**config.mk**
```make
export PLATFORM = sky130hd
export DESIGN_NAME = drt_cell
export DESIGN_NICKNAME = d
export VERILOG_FILES = /design/src/hw/rtl/drt_pkg.sv /design/src/hw/rtl/drt_cell.sv
export SDC_FILE = /design/constraint.sdc
export NUM_CORES = 1
export LEC_CHECK = 0
export ABC_AREA = 1
export BUFFER_PORTS_ARGS = -buffer_cell sky130_fd_sc_hd__buf_2
export CAP_MARGIN = 20
export CORE_AREA = 2 2 117 108
export CTS_CLUSTER_SIZE = 25
export DETAILED_ROUTE_END_ITERATION = 10
export DIE_AREA = 0 0 119 110
export PLACE_DENSITY = 0.81
export REMOVE_ABC_BUFFERS = 1
export SETUP_SLACK_MARGIN = 0.05
export SYNTH_ARGS = -nofsm -noshare
export SYNTH_HDL_FRONTEND = slang
export SYNTH_SLANG_ARGS = --single-unit
```
**constraint.sdc**
```tcl
create_clock -name i_clk -period 5.28 [get_ports i_clk]
set_clock_uncertainty 0.05 [all_clocks]
set_input_delay 1.056 -clock i_clk [delete_from_list [all_inputs] [get_ports i_clk]]
set_output_delay 1.056 -clock i_clk [all_outputs]
set_load 0.005 [all_outputs]
```
**src/hw/rtl/drt_pkg.sv**
```systemverilog
`timescale 1ns / 1ps
// ----------------------------------------------------------------------------
// drt_pkg: shared types and constants of the dirty rectangle tracker
// Holds the rectangle type, request, status and register codes, and the
// controller state type used by the tracker and its storage cells.
// ----------------------------------------------------------------------------
package drt_pkg;

    // Coordinate width of every rectangle edge.
    localparam int CRD_W = 16;

    // Default number of table entries.
    localparam int TABLE_DEPTH_DEF = 32;

    // Reset values of the screen rectangle registers.
    localparam logic signed [CRD_W-1:0] SCREEN_X1_RST = 16'sd0;
    localparam logic signed [CRD_W-1:0] SCREEN_Y1_RST = 16'sd0;
    localparam logic signed [CRD_W-1:0] SCREEN_X2_RST = 16'sd319;
    localparam logic signed [CRD_W-1:0] SCREEN_Y2_RST = 16'sd239;

    // Request types.
    localparam logic [1:0] REQ_INVALIDATE = 2'd0;
    localparam logic [1:0] REQ_CLEAR      = 2'd1;
    localparam logic [1:0] REQ_REFRESH    = 2'd2;

    // Result status codes.
    localparam logic [2:0] ST_ADDED   = 3'd0;
    localparam logic [2:0] ST_COVERED = 3'd1;
    localparam logic [2:0] ST_OFF     = 3'd2;
    localparam logic [2:0] ST_WRAPPED = 3'd3;
    localparam logic [2:0] ST_REFRESH = 3'd4;

    // Register word indexes on the configuration port.
    localparam logic [1:0] REG_SCREEN_X1 = 2'd0;
    localparam logic [1:0] REG_SCREEN_Y1 = 2'd1;
    localparam logic [1:0] REG_SCREEN_X2 = 2'd2;
    localparam logic [1:0] REG_SCREEN_Y2 = 2'd3;

    // An inclusive rectangle.
    typedef struct packed {
        logic signed [CRD_W-1:0] x1;
        logic signed [CRD_W-1:0] y1;
        logic signed [CRD_W-1:0] x2;
        logic signed [CRD_W-1:0] y2;
    } t_rect;

    // Per-cell control from the tracker controller.
    typedef struct packed {
        logic shift;  // take the neighbour's rectangle
        logic wr;     // store the broadcast rectangle
        logic used;   // entry lies below the fill count
    } t_cell_ctrl;

    // Controller states.
    typedef enum logic [1:0] {
        S_IDLE,
        S_CHECK,
        S_DRAIN
    } t_state;

endpackage

```
**src/hw/rtl/drt_cell.sv**
```systemverilog
`timescale 1ns / 1ps
// ----------------------------------------------------------------------------
// drt_cell: one table entry of the dirty rectangle tracker
// Stores one rectangle, tests a broadcast rectangle for containment and
// passes the hit and its stored rectangle on towards cell zero.
// ----------------------------------------------------------------------------
module drt_cell (
    input  logic                 i_clk,
    input  drt_pkg::t_cell_ctrl  i_ctrl,
    input  drt_pkg::t_rect       i_wr_rect,
    input  drt_pkg::t_rect       i_next_rect,
    input  drt_pkg::t_rect       i_chk_rect,
    input  logic                 i_hit,
    output drt_pkg::t_rect       o_rect,
    output logic                 o_hit
);

    drt_pkg::t_rect r_rect;
    drt_pkg::t_rect n_rect;
    logic           w_inside;

    // Next content: a new entry, the neighbour's entry during a drain, or hold.
    always_comb begin
        n_rect = r_rect;
        if (i_ctrl.wr) begin
            n_rect = i_wr_rect;
        end else if (i_ctrl.shift) begin
            n_rect = i_next_rect;
        end
    end

    always_ff @(posedge i_clk) begin
        r_rect <= n_rect;
    end

    // The checked rectangle lies wholly inside the stored one.
    assign w_inside = (i_chk_rect.x1 >= r_rect.x1) && (i_chk_rect.y1 >= r_rect.y1) &&
                      (i_chk_rect.x2 <= r_rect.x2) && (i_chk_rect.y2 <= r_rect.y2);

    // Hits collect along the chain; only entries in use take part.
    assign o_hit  = i_hit | (i_ctrl.used & w_inside);
    assign o_rect = r_rect;

endmodule

```
==> results of run 1 <==
[area by class of cell]
class	instances	area (µm²)	share of cell area, %
multi-input cells	412	2280	35.6
flip-flops and latches	64	1920	30.0
repair buffers	264	1340	20.9
inverters	101	379	5.91
clock buffers	9	225	3.51
well taps	160	200	3.12
clock inverters	7	62.6	0.976
[synth_stat cells]
cell type | n | area share [%]
clkbuf_1 | 13 | 1.1
o21bai_2 | 1 | 0.24
nor3_1 | 3 | 0.32
nand4_1 | 7 | 0.95
nor2_2 | 2 | 0.27
clkinv_1 | 1 | 0.081
inv_2 | 8 | 0.65
a21oi_1 | 21 | 2.3
o21bai_1 | 3 | 0.49
inv_1 | 92 | 7.5
o21a_1 | 1 | 0.16
o21ai_1 | 3 | 0.32
nor2_1 | 10 | 0.81
nand2_1 | 270 | 22
edfxtp_1 | 64 | 42
ha_1 | 64 | 17
nand3_2 | 5 | 1.1
nand3_1 | 13 | 1.4
nand3_4 | 1 | 0.38
a21boi_1 | 1 | 0.16
or2_2 | 1 | 0.14
nand2_2 | 3 | 0.41
a21o_1 | 1 | 0.16
nor2_4 | 2 | 0.49
[cell families (layout without fill, tap and decap cells)]
kind of cell	Yosys count	in the layout	share of synthesized area (%)
and+or+nand+nor	317	317	28.1
buffers and inverters	114	381	9.24
adders and majority gates	64	64	17.3
DFF	64	64	41.5
AOI/OAI and AO/OA	31	31	3.81
[metal layers]
layer | vias to the layer above | global-route usage [%]
met1 | 1937 | 21.5
met4 | 0 | 7.31
met5 | - | 0
li1 | 2383 | -
met3 | 27 | 4.63
met2 | 161 | 32.7
[power by group through the flow]
stage | clock network [mW] | logic (mW) | registers, mW
finish | 0.578 | 0.424 | 0.656
global route | 0.610 | 0.494 | 0.663
CTS | 0.596 | 0.429 | 0.656
detailed placement | 0 | 0.426 | 0.666
global placement | 0 | 0.416 | 0.663
floorplan | 0 | 0.224 | 0.669
[metrics by stage]
stage	util [%]	cells	power (mW)	cell area [µm²]
after floorplan	-	577	0.893	4580
after global placement	51.5	1000	1.08	6100
after detailed placement	51.5	1000	1.09	6100
after CTS	54.0	1016	1.68	6390
after global routing	54.1	1017	1.77	6410
final	54.1	1017	1.66	6410
[how the worst min path moves through the flow]
stage                                from              endpoint  cells past startpoint
after floorplan            i_next_rect[0]   o_rect[0]$_DFFE_PP_                      2
after global placement    i_next_rect[20]  o_rect[20]$_DFFE_PP_                      3
after detailed placement  i_next_rect[54]  o_rect[54]$_DFFE_PP_                      3
after CTS                 i_next_rect[54]  o_rect[54]$_DFFE_PP_                      3
after global routing      i_next_rect[26]  o_rect[26]$_DFFE_PP_                      3
final                     i_next_rect[38]  o_rect[38]$_DFFE_PP_                      3
==> metrics.cfg, run 1 <==
[hold_path]
hold_class = in2reg

[routing]
wl_met3_um = 700
top_layer = met4
met1_length_mm = 5.21
drc = 0
drt_iter0_markers = 169
wl_per_cell_um = 11.9
dr_wl_met2_mm = 5.89
wirelength_mm = 12.1
dr.pass1.iters = 4
num_vias = 4508
viasPerCell = 4.43
ant_nets = 0

[floorplan]
core_mm2 = 0.0118
initial_core_util_pct = 39.1
io_pins = 262
die_h_um = 110
dieArea_mm2 = 0.0131
rows = 38
die_w_um = 119

[worst_setup_path]
worst_ep_required_time_ns = 4.17
cp-start-kind = input pin
cpPeakStageDelay_ns = 0.33
cpMostUsedCell = nand2_1
cp.depth = 12
critPathSlowestCell = ha_1
cpLargestDelayFamily = simple AND/OR/NAND/NOR gates
cp-startpoint = i_chk_rect[47]
crit_buf_inv = 3
crit_path_end = o_hit
crit_chain = buf_2 -> ha_1 -> nand2_1 -> inv_1 -> nand2_1 -> nand2_1 -> a21oi_1 -> nand4_1 -> nand3_2 -> nand3_2 -> o21bai_2 -> buf_2
arrival_ns = 2.55
crit_path_end_kind = output pin
cp_max_fo = 4
crit_type = in2out

[cts]
cts_resized = 0
cts_tree = built
clk_path_buf_depth = 2
clk_pin_slew_ns = 0.05
h-tree-depth = 3
cts_hold_buf = 0
cts-buffers-inserted = 9
cts_root_buf = clkbuf_16
cts.sinks = 64
post_cts_buffers = 0

[sta]
setup_violations = 0
period_needed_ns = 3.65
worst_pin_slew_ns = 0.671
slew_headroom_pct = 55.2
fin_crit_sh_pct = 69.2
fin_tns_setup_ns = 0
hold_viol = 0
rsz0062_at_grt = false
whs_ns = 0.942
max_clock_freq_ghz = 0.274
slew_violations = 0
fin_ws_ns = 1.63

[synth]
ys_types = 24
syn_area_per_cell_um2 = 7.85
synthCells = 590
synth_warnings = 0
synth-seq-cells = 64
synth_area_mm2 = 0.00463
ys_seq_area_share_pct = 41.5

[finish]
final_cell_mix = 270 x nand2_1, 261 x buf_2, 92 x inv_1, 64 x ha_1, 64 x edfxtp_1
nFillCells = 1113
layout_commonest_cell = nand2_1
largest_reg_flops = 64
drive_gt1_share_pct = 35.1
finalNetCount = 1113
diodes = 0
syn_to_final_growth_pct = 38.5

[pwr]
seqPwrFrac_pct = 39.6
p_clk_share_pct = 34.9
p_leak_nw = 3.76
power_density_mw_per_mm2 = 259
switching_power_mw = 0.476
irDropWorstVdd_uv = 164
swShare_pct = 28.7
internal-power_mw = 1.18
combPwrFrac_pct = 25.6

[flow_run]
cap_violations = 0

[placed_design]
portBuffers = 261
gp_congestion = 0.886
post-place-ws_ns = 1.61
hpwl_mm = 9.67

[global_routing]
grt_pass1_vias = 4314
grt-ovfl-total = 0
grt_usage_pct = 18.4
grt_pass1_wl_mm = 19.1
grt_max_degree = 66
antenna_found_initial = 0

[outcome]
outcome = finished clean

No activity file was read; power rests on OpenSTA's default activity.
==> run 2: changes to the inputs <==
- clock period: 5.28 -> 3.8 ns (I/O delays scaled with it)
==> run 2 against run 1 <==
  * Combinational power grew 40%
  * Via count about the same
  * Cell count barely moved
  * Clock power increased by 22%
  * Highest routed layer unchanged
==> metrics.cfg, run 2 (synthesized netlist as in run 1, its figures left out) <==
[outcome]
outcome = finished clean

[cts]
cts_root_buf = clkbuf_16
clk_path_buf_depth = 2
cts_hold_buf = 0
clk_pin_slew_ns = 0.06
cts_tree = built
cts_resized = 0
h-tree-depth = 3
post_cts_buffers = 0
cts-buffers-inserted = 9
cts.sinks = 64

[finish]
final_core_util_pct = 53.9
largest_reg_flops = 64
syn_to_final_growth_pct = 37.9
layout_commonest_cell = nand2_1
nFillCells = 1127
final_cell_mix = 270 x nand2_1, 261 x buf_2, 92 x inv_1, 64 x ha_1, 64 x edfxtp_1
drive_gt1_share_pct = 34.7
diodes = 0
finalNetCount = 1114

[hold_path]
whs_path_depth = 3
hold_class = in2reg
holdPathEnd = o_rect[17]$_DFFE_PP_
min_from = i_next_rect[17]

[worst_setup_path]
crit_path_end_kind = output pin
crit_type = in2out
arrival_ns = 2.25
cp-start-kind = input pin
cp_max_fo = 4
worst_ep_required_time_ns = 2.99

[routing]
drt_iter0_markers = 175
num_vias = 4506
viasPerCell = 4.44
wirelength_mm = 12.1
drc = 0
wl_per_cell_um = 11.9
ant_nets = 0
dr.pass1.iters = 7

[floorplan]
core_mm2 = 0.0118
initial_core_util_pct = 39.1
io_pins = 262
rows = 38
die_w_um = 119
dieArea_mm2 = 0.0131
die_h_um = 110

[pwr]
combPwrFrac_pct = 26.9
p_clk_share_pct = 31.9
p_leak_nw = 3.75
internal-power_mw = 1.57
seqPwrFrac_pct = 41.2
irDropWorstVdd_uv = 242
switching_power_mw = 0.635
swShare_pct = 28.8
power_density_mw_per_mm2 = 346

[sta]
slew_violations = 0
fin_tns_setup_ns = 0
worst_pin_slew_ns = 0.572
whs_ns = 0.651
fin_crit_sh_pct = 80.6
hold_viol = 0
setup_violations = 0
max_clock_freq_ghz = 0.327
rsz0062_at_grt = false
period_needed_ns = 3.06
slew_headroom_pct = 61.9

[placed_design]
gp_congestion = 0.880
hpwl_mm = 9.94
portBuffers = 261

[global_routing]
grt_pass1_wl_mm = 19.8
grt-ovfl-total = 0
antenna_found_initial = 0
grt_pass1_vias = 4493
grt_usage_pct = 18.9
grt_max_degree = 65

[flow_run]
cap_violations = 0

==> run 2: cell type report <==
cell class              count  area [µm²]  area share, %
flip-flops and latches     64        1920           30.1
repair buffers            265        1360           21.3
multi-input cells         412        2280           35.7
clock inverters             3        11.3          0.176
inverters                 101         379           5.94
well taps                 160         200           3.13
clock buffers              11         233           3.64
==> run 2: how the worst max path moves through the flow <==
| stage | to | from | slack [ns] | cells after the start |
|---|---|---|---|---|
| final | o_hit | i_chk_rect[47] | 0.74 | 12 |
| after global placement | o_hit | i_chk_rect[47] | 0.78 | 12 |
| after global routing | o_hit | i_chk_rect[47] | 0.56 | 12 |
| after detailed placement | o_hit | i_chk_rect[47] | 0.70 | 12 |
| after floorplan | o_hit | i_chk_rect[47] | 1.13 | 10 |
| after CTS | o_hit | i_chk_rect[47] | 0.70 | 12 |
==> run 2: per-stage QoR <==
step | setup slack (ns) | total power [mW] | instances | cell area (µm²)
5_1_grt | 0.561 | 2.36 | 1016 | 6390
3_5_place_dp | 0.703 | 1.52 | 1001 | 6120
4_1_cts | 0.698 | 2.24 | 1015 | 6370
6_report | 0.739 | 2.21 | 1016 | 6390
3_3_place_gp | 0.783 | 1.50 | 1001 | 6120
2_1_floorplan | 1.13 | 1.24 | 577 | 4580
==> run 2: metal layers <==
layer  wire length (µm)  GRT usage (%)  vias up  share of wire [%]
met5                  0              0        -                  0
met2               6100           34.5      152                 50
met4                250           6.38        0                2.1
li1                   -              -     2384                  -
met1               5040           22.0     1952                 42
met3                700           4.53       18                5.8
==> run 2: worst max-delay path: stages <==
cell and delay, ns:
buf_2 0.10, ha_1 0.32, nand2_1 0.12, inv_1 0.05, nand2_1 0.07, nand2_1 0.05, a21oi_1 0.19, nand4_1 0.13
nand3_2 0.12, nand3_2 0.10, o21bai_2 0.11, buf_2 0.13
==> run 2: power by group through the flow <==
| stage | combinational [mW] | clock, mW | sequential, mW |
|---|---|---|---|
| final | 0.594 | 0.703 | 0.910 |
| after CTS | 0.600 | 0.728 | 0.911 |
| after detailed placement | 0.597 | 0 | 0.924 |
| after floorplan | 0.311 | 0 | 0.930 |
| after global placement | 0.579 | 0 | 0.921 |
| after global routing | 0.693 | 0.750 | 0.920 |
